===== src/flg_pkg.sv =====
`default_nettype none
package flg_pkg;

	// Delay line geometry and sample format.
	localparam int BUFFER_DEPTH = 1024;
	localparam int SAMPLE_BITS  = 24;
	localparam int AW           = $clog2(BUFFER_DEPTH);

	// Configuration register indexes.
	localparam logic [1:0] REG_FEEDBACK_GAIN = 2'd0;
	localparam logic [1:0] REG_LFO_STEP      = 2'd1;
	localparam logic [1:0] REG_BASE_DELAY    = 2'd2;
	localparam logic [1:0] REG_LFO_AMPLITUDE = 2'd3;

	localparam int CFG_AW = 2;
	localparam int CFG_DW = 22;

	// LFO phase is Q1.23; the unreflected sum needs two more bits.
	localparam int PHASE_W    = 25;
	localparam int PHASE_FRAC = 23;
	localparam int PSUM_W     = 27;

	// Shared multiplier: signed A by signed B, registered product.
	localparam int MUL_A_W = (SAMPLE_BITS + 1 > PHASE_W) ? SAMPLE_BITS + 1 : PHASE_W;
	localparam int MUL_B_W = 18;
	localparam int MUL_P_W = MUL_A_W + MUL_B_W;

	// Mix gain of 0.7 in Q0.16.
	localparam logic signed [MUL_B_W-1:0] MIX_GAIN = MUL_B_W'(45875);

	typedef struct packed {
		logic                      en;
		logic signed [MUL_A_W-1:0] a;
		logic signed [MUL_B_W-1:0] b;
	} mul_req_t;

	// Clamp a wide signed value to the sample range.
	function automatic logic signed [SAMPLE_BITS-1:0] sat_sample(
		input logic signed [MUL_P_W-1:0] v
	);
		logic signed [MUL_P_W-1:0] hi;
		logic signed [MUL_P_W-1:0] lo;
		hi = MUL_P_W'($signed({1'b0, {(SAMPLE_BITS-1){1'b1}}}));
		lo = -hi - MUL_P_W'(1);
		if (v > hi) begin
			return SAMPLE_BITS'(hi);
		end else if (v < lo) begin
			return SAMPLE_BITS'(lo);
		end
		return SAMPLE_BITS'(v);
	endfunction

endpackage
`default_nettype wire


===== src/flg_mul.sv =====
`default_nettype none
// Shared signed multiplier with a registered product; the product holds
// until the next request.
module flg_mul (
	input  wire logic                               clk,
	input  wire flg_pkg::mul_req_t                  req,
	output logic signed [flg_pkg::MUL_P_W-1:0]      prod
);

	logic signed [flg_pkg::MUL_P_W-1:0] prod_q;

	always_ff @(posedge clk) begin
		if (req.en) begin
			prod_q <= req.a * req.b;
		end
	end

	assign prod = prod_q;

endmodule
`default_nettype wire


===== config.mk =====
export PLATFORM = sky130hd
export DESIGN_NAME = flg_mul
export DESIGN_NICKNAME = d
export VERILOG_FILES = /design/src/flg_pkg.sv /design/src/flg_mul.sv
export SDC_FILE = /design/constraint.sdc
export NUM_CORES = 1
export LEC_CHECK = 0
export ABC_CLOCK_PERIOD_IN_PS = 12300
export BUFFER_PORTS_ARGS = -buffer_cell sky130_fd_sc_hd__buf_2
export CORE_MARGIN = 2
export CORE_UTILIZATION = 40
export CTS_BUF_LIST = sky130_fd_sc_hd__clkbuf_16
export DETAILED_ROUTE_END_ITERATION = 16
export GPL_TIMING_DRIVEN = 0
export SETUP_SLACK_MARGIN = 0.3
export SYNTH_ARGS = -nofsm -noshare
export SYNTH_HDL_FRONTEND = slang
export SYNTH_SLANG_ARGS = --single-unit

===== constraint.sdc =====
create_clock -name clk -period 12.3 [get_ports clk]
set_clock_uncertainty 0.1 [all_clocks]
set_input_delay 0.615 -clock clk [delete_from_list [all_inputs] [get_ports clk]]
set_output_delay 0.615 -clock clk [all_outputs]
set_load 0.005 [all_outputs]

==> results of run 1 <==
## layer usage
| metal | wire length, um | GRT usage | share of wire | vias to the layer above |
|---|---|---|---|---|
| met4 | 2276 | 0.1044 | 0.046 | 6 |
| met1 | 19560 | 0.2862 | 0.39 | 6624 |
| met2 | 25310 | 0.4123 | 0.51 | 361 |
| met3 | 2651 | 0.04139 | 0.053 | 96 |
| met5 | 35 | 0 | 0.00070 | - |
| li1 | - | - | - | 5550 |
## placed cells by master (no fill, tap or decap), types with 3 or more instances in the layout
cell type	instances
o211ai_1	3
fa_1	441
xor2_1	4
nand3_1	5
clkbuf_16	5
ha_1	107
clkbuf_1	70
nand2_1	277
a21boi_0	3
nand2b_1	11
buf_2	77
o21a_1	6
a31oi_1	5
o21bai_1	5
xnor2_1	31
nand4_1	4
nor2b_1	6
o311ai_1	4
inv_1	515
nor3_1	7
a21oi_1	31
a211oi_1	7
o21ai_0	22
nor2_1	46
and2_1	167
edfxtp_1	43
a21o_1	11
## area by class of cell
| type | instances | area (um^2) | share of cell area |
|---|---|---|---|
| sequential | 43 | 1291 | 0.06945 |
| multi-input combinational | 1234 | 13810 | 0.7426 |
| clock inverter | 3 | 47.55 | 0.002557 |
| clock buffer | 5 | 125.1 | 0.006729 |
| timing repair buffer | 77 | 385.4 | 0.02073 |
| inverter | 515 | 1933 | 0.1040 |
| tap | 585 | 732.0 | 0.03937 |
| antenna | 2 | 5.005 | 0.0002692 |
| buffer | 71 | 266.5 | 0.01433 |
## per-stage QoR
step / hold WS, ns / cells / worst slack, ns
after CTS: 0.6468 / 2533 / 4.349
after global routing: 0.6680 / 2533 / 4.006
final: 0.6643 / 2535 / 4.303
after global placement: 0.9115 / 2525 / 4.019
after detailed placement: 0.9067 / 2525 / 3.982
after floorplan: 0.6275 / 1863 / 5.682
## cells by family after synthesis
kind of cell             count (synthesis)  synth area share
XOR/XNOR                                35           0.01772
adder cells (fa/ha/maj)                548            0.5878
AO/OA/AOI/OAI                          122           0.04868
AND/OR/NAND/NOR                        529            0.1440
buffers and inverters                  586            0.1272
flip-flops                              43           0.07465
## synthesized netlist by cell type, types with 7 or more instances
cell,n
a211oi_1,7
a21o_1,11
a21oi_1,31
and2_1,167
clkbuf_1,70
edfxtp_1,43
fa_1,441
ha_1,107
inv_1,515
nand2_1,277
nand2b_1,11
nor2_1,46
nor3_1,7
o21ai_0,22
xnor2_1,31
## worst paths after layout
check                  start                 end  slack (ns)  cells past startpoint
worst max-delay path  req[4]  prod[42]$_DFFE_PP_        4.30                     23
worst min-delay path  req[0]   prod[0]$_DFFE_PP_        0.66                      2
==> metrics.csv, run 1 <==
metric;value;unit
critical_path.cell_chain;buf_2, clkbuf_1, nand2_1, inv_1, fa_1, inv_1, fa_1, fa_1, inv_1, fa_1, fa_1, inv_1, fa_1, inv_1, ha_1, nand2_1, nor3_1, and4_1, a31o_1, o31ai_4, o311ai_1, a2111oi_1, a311oi_1;
cts_buffer_depth;2;
crit_fanout;10;
crit_slowest_cell;clkbuf_1;
cts_tree;built;
cts-buffers-inserted;5;
finalCriticalPeriod;7.997;ns
synth_edf_count;43;
synth_top_cell_by_area;fa_1;
grt.total_usage;0.2363;
cp_num_buf_inv;7;
hold_path_class;input pin to flop;
status;finished, final reports clean;
row_count;76;
worst_slew_pin_slew;1.094;ns
fill_cells;4250;
core;0.04289;mm^2
ios;88;
synth.avg_cell_area;9.285;um^2
io_buffers;77;
rsz0062_at_grt;false;
post_cts_buffers;0;
drt_wl_total;49.84;mm
dpl_cell_area;0.01842;mm^2
setup.worst_path.start_class;input pin;
critical-path-top-delay-family;adder cells;
synthFlopType;edfxtp_1;
grt_max_degree;44;
cpPeakStageDelay;0.74;ns
finalCritPeriodShare;0.6501;
floorplan.die_area;0.04492;mm^2
overflow;0;
largest_register_ff_count;43;
die_w;212.0;um
place.gp.congestion;0.9381;
drt_iter0_markers;638;
syn_inst;1863;
crit_path_frequent_cell;fa_1;
synth_cell_type_count;49;
syn-cell-area;0.01730;mm^2
cts.repair.resized;0;
max-slew-margin-rel;0.2705;
fp.dieH;212.0;um
cp-end-kind;flop;
setup_viol_count_final;0;
num_vias;12640;
area_delta_synth_final;7.486;%
dpl.hpwl;42.26;mm
first_pass_iters;5;
drc;0;
ant_nets;0;
hold_viol;0;
final_nets;2540;
htree_levels;2;
grt_pass1_wl;77.39;mm
yosysSeqAreaShare;0.07465;
drive_gt1_frac;0.04774;
ys_warn_count;0;
cp.required;12.35;ns
cts_hold_buffers;0;
final_util;0.4335;
initial_utilization;0.4033;
tns;0;ns
clk_pin_slew;0.08;ns
synth_nets;2456;
cts_sinks;43;
clock-root-buffer;clkbuf_16;
worstSetupPathType;input pin to flop;
vias_per_cell;4.985;
crit_arrival;8.05;ns
final_max_slew_viol_count;0;
post-synth-top-area-fraction;0.5104;
max_cap_violations;0;
wire_per_inst;19.66;um
antenna_found_initial;8;
fin_area;0.01859;mm^2
grt_pass1_vias;13520;
fmax;125.1;MHz
async_flop_share;0;
synth_area_leaders;fa_1, inv_1, ha_1;
synth_seq_cells;43;
Power of run 1 is left out: the tool's default activity adds up to more than one toggle a clock period on the data nets, which glitch-free logic cannot reach.
==> inputs of run 2 (changes only) <==
--- a/config.mk
+++ b/config.mk
@@ -5,7 +5,7 @@
 export SDC_FILE = /design/constraint.sdc
 export NUM_CORES = 1
 export LEC_CHECK = 0
-export ABC_CLOCK_PERIOD_IN_PS = 12300
+export ABC_CLOCK_PERIOD_IN_PS = 7800
 export BUFFER_PORTS_ARGS = -buffer_cell sky130_fd_sc_hd__buf_2
 export CORE_MARGIN = 2
 export CORE_UTILIZATION = 40
==> constraint.sdc (replaced) <==
create_clock -name clk -period 7.8 [get_ports clk]
set_clock_uncertainty 0.1 [all_clocks]
set_input_delay 0.39 -clock clk [delete_from_list [all_inputs] [get_ports clk]]
set_output_delay 0.39 -clock clk [all_outputs]
set_load 0.005 [all_outputs]
==> metrics.csv, run 2 (synthesis gave the netlist of run 1 again) <==
metric;value;unit;change
final_util;0.4353;;+0.001750
worstSetupPathType;input pin to flop;;
row_count;76;;unchanged
crit_fanout;10;;unchanged
drive_gt1_frac;0.07029;;+0.02255
cp.required;7.83;ns;-4.52 ns
clock-root-buffer;clkbuf_16;;
cts-buffers-inserted;5;;unchanged
largest_register_ff_count;43;;unchanged
fp.dieH;212.0;um;unchanged
cts_sinks;43;;unchanged
pre_cts_ws;-0.2926;ns;-4.275 ns
final_common_cell;inv_1;;
antenna_found_initial;7;;-1
floorplan.die_area;0.04492;mm^2;unchanged
cts_buffer_depth;2;;unchanged
finalCritPeriodShare;0.9204;;
finalCriticalPeriod;7.179;ns;
overflow;0;;unchanged
layout_common_cells;inv_1, fa_1, nand2_1;;
cts_tree;built;;
final_nets;2541;;+0.039%
ant_nets;0;;unchanged
multiInputGateArea;0.01382;mm^2;+0.13%
cp-end-kind;flop;;
tns;0;ns;unchanged
vias_per_cell;4.970;;-0.31%
grt_pass1_vias;13510;;-0.096%
htree_levels;2;;unchanged
max_cap_violations;0;;unchanged
drt_iter0_markers;719;;+13%
hold_path_class;input pin to flop;;
final_max_slew_viol_count;0;;unchanged
place.gp.congestion;0.9381;;unchanged
num_vias;12600;;-0.27%
ios;88;;unchanged
fmax;139.3;MHz;
io_buffers;77;;unchanged
core;0.04289;mm^2;unchanged
die_w;212.0;um;unchanged
max-slew-margin-rel;0.2688;;-0.001646
timing.final.ws_setup;0.6210;ns;-3.682 ns
crit_arrival;7.21;ns;-0.84 ns
area_delta_synth_final;7.920;%;
first_pass_iters;5;;unchanged
initial_utilization;0.4033;;unchanged
rsz0062_at_grt;true;;
drc;0;;unchanged
wire_per_inst;19.67;um;about the same
hold_viol;0;;unchanged
grt_max_degree;44;;unchanged
grt_pass1_wl;77.35;mm;about the same
drt_wl_total;49.89;mm;+0.10%
status;finished, final reports clean;;
setup.worst_path.start_class;input pin;;
worst_slew_pin_slew;1.097;ns;+0.002468 ns
layoutNonFillerInstCount;2536;;+0.039%
setup_viol_count_final;0;;unchanged
fill_cells;4245;;-0.12%
grt.total_usage;0.2362;;about the same
regArea;0.001291;mm^2;unchanged
dpl.hpwl;42.26;mm;unchanged
dpl.cell_count;2525;;unchanged
clk_pin_slew;0.08;ns;about the same
[run 2: worst paths after layout]
kind | start | endpoint | slack (ns) | depth (start not counted)
setup / recovery | req[3] | prod[41]$_DFFE_PP_ | 0.62 | 23
hold / removal | req[0] | prod[0]$_DFFE_PP_ | 0.43 | 2
[run 2: layout make-up]
type,instances,area share
clock inverter,3,0.002547
tap,585,0.03921
antenna,2,0.0002681
multi-input combinational,1234,0.7405
inverter,515,0.1036
clock buffer,5,0.006702
buffer,71,0.01696
sequential,43,0.06917
timing repair buffer,78,0.02105
[run 2: what timing repair did]
action	in CTS	in global routing
pin swaps	0	2
hold buffers	0	0
setup buffers	0	1
hold endpoints to repair	0	0
setup endpoints to repair	5	6
resized for setup	10	66
[run 2: stage by stage]
stage          hold slack (ns)  area (um^2)
2_1_floorplan           0.4025        17300
3_3_place_gp            0.6865        18420
3_5_place_dp            0.6817        18420
4_1_cts                 0.4218        18600
5_1_grt                 0.4433        18660
6_report                0.4336        18670
[run 2: layer usage]
metal | wire [um] | global-route usage | part of all wire
met5 | 21 | 0 | 0.00042
met4 | 2298 | 0.1017 | 0.046
met3 | 2786 | 0.03976 | 0.056
met2 | 25240 | 0.4129 | 0.51
met1 | 19540 | 0.2873 | 0.39
[run 2: critical path, stage by stage]
cell and delay, ns:
buf_2 0.19, clkbuf_2 0.30, nand2_1 0.18, inv_1 0.10, fa_1 0.72, inv_1 0.16
fa_1 0.51, inv_1 0.05, fa_1 0.47, fa_1 0.55, fa_1 0.52, inv_1 0.05
fa_1 0.47, inv_1 0.04, ha_1 0.34, a21oi_1 0.31, o21bai_1 0.12, a221oi_1 0.27
o21ai_0 0.12, a21oi_1 0.50, a21oi_1 0.24, o21a_1 0.26, o311ai_1 0.31
Power of run 2 is left out for the same reason.
==> inputs of run 3 (changes only) <==
--- a/config.mk
+++ b/config.mk
@@ -5,6 +5,7 @@
 export SDC_FILE = /design/constraint.sdc
 export NUM_CORES = 1
 export LEC_CHECK = 0
+export ABC_AREA = 1
 export ABC_CLOCK_PERIOD_IN_PS = 7800
 export BUFFER_PORTS_ARGS = -buffer_cell sky130_fd_sc_hd__buf_2
 export CORE_MARGIN = 2
@@ -12,6 +13,7 @@
 export CTS_BUF_LIST = sky130_fd_sc_hd__clkbuf_16
 export DETAILED_ROUTE_END_ITERATION = 16
 export GPL_TIMING_DRIVEN = 0
+export MAX_ROUTING_LAYER = met4
 export SETUP_SLACK_MARGIN = 0.3
 export SYNTH_ARGS = -nofsm -noshare
 export SYNTH_HDL_FRONTEND = slang
==> metrics.csv, run 3 <==
metric;value;unit;change
crit_path_frequent_cell;fa_1;;
antenna_cells;0;;-2
synthTopCellsByCount;inv_1, nand2_1, fa_1;;
setup.worst_path.start;req[5];;
fp.dieH;220.5;um;+4.0%
grt_pass1_wl;89.96;mm;+16%
drc;0;;unchanged
vias_per_cell;4.894;;-1.5%
hold_path_class;input pin to flop;;
grt.total_usage;0.2572;;+0.02099
ios;88;;unchanged
clk_pin_slew;0.07;ns;about the same
post-synth-top-area-fraction;0.4710;;-0.03938
ys_warn_count;0;;unchanged
grt_max_degree;44;;unchanged
final_max_slew_viol_count;0;;unchanged
max-slew-margin-rel;0.2864;;+0.01752
synthFlopType;edfxtp_1;;
area_delta_synth_final;6.048;%;
cp-end-kind;flop;;
cts_sinks;43;;unchanged
floorplan.die_area;0.04861;mm^2;+8.2%
endpoint;prod[41]$_DFFE_PP_;;
overflow;0;;unchanged
final_common_cell;inv_1;;
row_count;79;;+3.9%
crit_arrival;6.99;ns;-0.22 ns
post_cts_buffers;0;;unchanged
synth_top_cell_by_area;fa_1;;
initial_utilization;0.4043;;+0.0009911
dpl.hpwl;48.66;mm;+15%
syn-cell-area;0.01874;mm^2;+8.4%
cpPeakStageDelay;0.92;ns;+0.20 ns
io_buffers;45;;-42%
htree_levels;2;;unchanged
first_pass_iters;5;;unchanged
syn_inst;2413;;+30%
num_vias;15040;;+19%
finalCritPeriodShare;0.9030;;-0.01740
setup_viol_count_final;0;;unchanged
ant_nets;0;;unchanged
fmax;142.0;MHz;+1.9%
async_flop_share;0;;unchanged
antenna_found_initial;0;;-7
drt_wl_total;56.71;mm;+14%
setup.worst_path.start_class;input pin;;
synth_seq_cells;43;;unchanged
worstSetupPathType;input pin to flop;;
largest_register_ff_count;43;;unchanged
rsz0062_at_grt;false;;
finalCriticalPeriod;7.043;ns;-0.1357 ns
tns;0;ns;unchanged
synth_nets;3006;;+22%
yosysSeqAreaShare;0.06889;;-0.005760
synth_cell_type_count;28;;-43%
die_w;220.5;um;+4.0%
layout_common_cells;inv_1, nand2_1, fa_1;;
clock-root-buffer;clkbuf_16;;
status;finished, final reports clean;;
crit_slowest_cell;fa_1;;
cts-buffers-inserted;5;;unchanged
grt_pass1_vias;16390;;+21%
timing.final.ws_setup;0.7567;ns;+0.1357 ns
crit_fanout;10;;unchanged
place.gp.congestion;0.9410;;+0.31%
synth.most_common_cell;inv_1;;
cp.required;7.74;ns;-0.09 ns
worst_slew_pin_slew;1.070;ns;-0.02627 ns
cts_hold_buffers;0;;unchanged
drive_gt1_frac;0.04096;;-0.02934
core;0.04636;mm^2;+8.1%
pre_cts_ws;0.5931;ns;+0.8857 ns
cts_buffer_depth;2;;unchanged
hold_viol;0;;unchanged
cts.repair.resized;0;;-10
final_nets;3058;;+20%
wire_per_inst;18.46;um;-6.2%
synth_edf_count;43;;unchanged
cts_tree;built;;
synth.avg_cell_area;7.768;um^2;-16%
drt_iter0_markers;1035;;+44%
critical_path.cell_chain;clkbuf_1, clkbuf_1, nand2_1, inv_1, fa_1, fa_1, fa_1, inv_1, fa_1, inv_1, fa_1, fa_1, ha_1, inv_1, nor3_1, nand2_1, nor2_1, nand3_1, nand4_1, nand2_1;;
synth_area_leaders;fa_1, inv_1, nand2_1;;
max_cap_violations;0;;unchanged
## run 3: cell count changes after synthesis, moves of 10 or more
cell	change
nor2_1	+36
nand2_2	+12
clkbuf_1	+28
xnor2_1	-28
nand2_1	+421
nand2b_1	-10
inv_1	+249
xor2_1	+16
and2_1	-167
nand3_1	+44
o21ai_0	-20
## run 3: cells by family after synthesis
group	count (synthesis)	synth area share
simple gates	883	0.1893
flops	43	0.06889
xor+xnor	23	0.01075
compound gates	43	0.01382
fa+ha+maj	548	0.5424
buf+inv	873	0.1748
## run 3: layout make-up
type / instances / area [um^2]
Sequential cell: 43 / 1291
Fill cell: 4782 / 26480
Tap cell: 607 / 759.5
Inverter: 770 / 2890
Timing Repair Buffer: 45 / 225.2
Buffer: 103 / 386.6
Clock buffer: 5 / 125.1
Multi-Input combinational cell: 1497 / 14180
Clock inverter: 3 / 23.77
## run 3: metrics by stage
stage                     hold slack, ns  area, um^2    util  std cells
final                             0.5879       19880  0.4288       3073
after global placement            0.6853       19730  0.4256       3065
after CTS                         0.5798       19880  0.4288       3073
after detailed placement          0.6812       19730  0.4256       3065
after global routing              0.6328       19880  0.4288       3073
after floorplan                   0.4025       18740       -       2413
## run 3: routing by layer
metal	part of all wire	vias up	GRT usage
met3	0.071	106	0.03945
met5	0	-	-
met4	0.040	0	0.08434
met1	0.40	7632	0.3119
li1	-	6773	-
met2	0.49	529	0.4395
## run 3: how the worst min path moves through the flow
stage / start / end / cells after the start
floorplan: req[43] / prod[0]$_DFFE_PP_ / 0
global placement: prod[19]$_DFFE_PP_ / prod[19] / 1
detailed placement: prod[2]$_DFFE_PP_ / prod[2] / 1
CTS: req[18] / prod[0]$_DFFE_PP_ / 3
global route: req[18] / prod[0]$_DFFE_PP_ / 3
finish: req[18] / prod[0]$_DFFE_PP_ / 3
## run 3: critical path, delay by kind of cell
kind / cells / cell delay (ns)
fa+ha+maj: 7 / 3.69
buf+inv: 6 / 1.80
simple gates: 7 / 1.08
Power of run 3 is left out for the same reason.
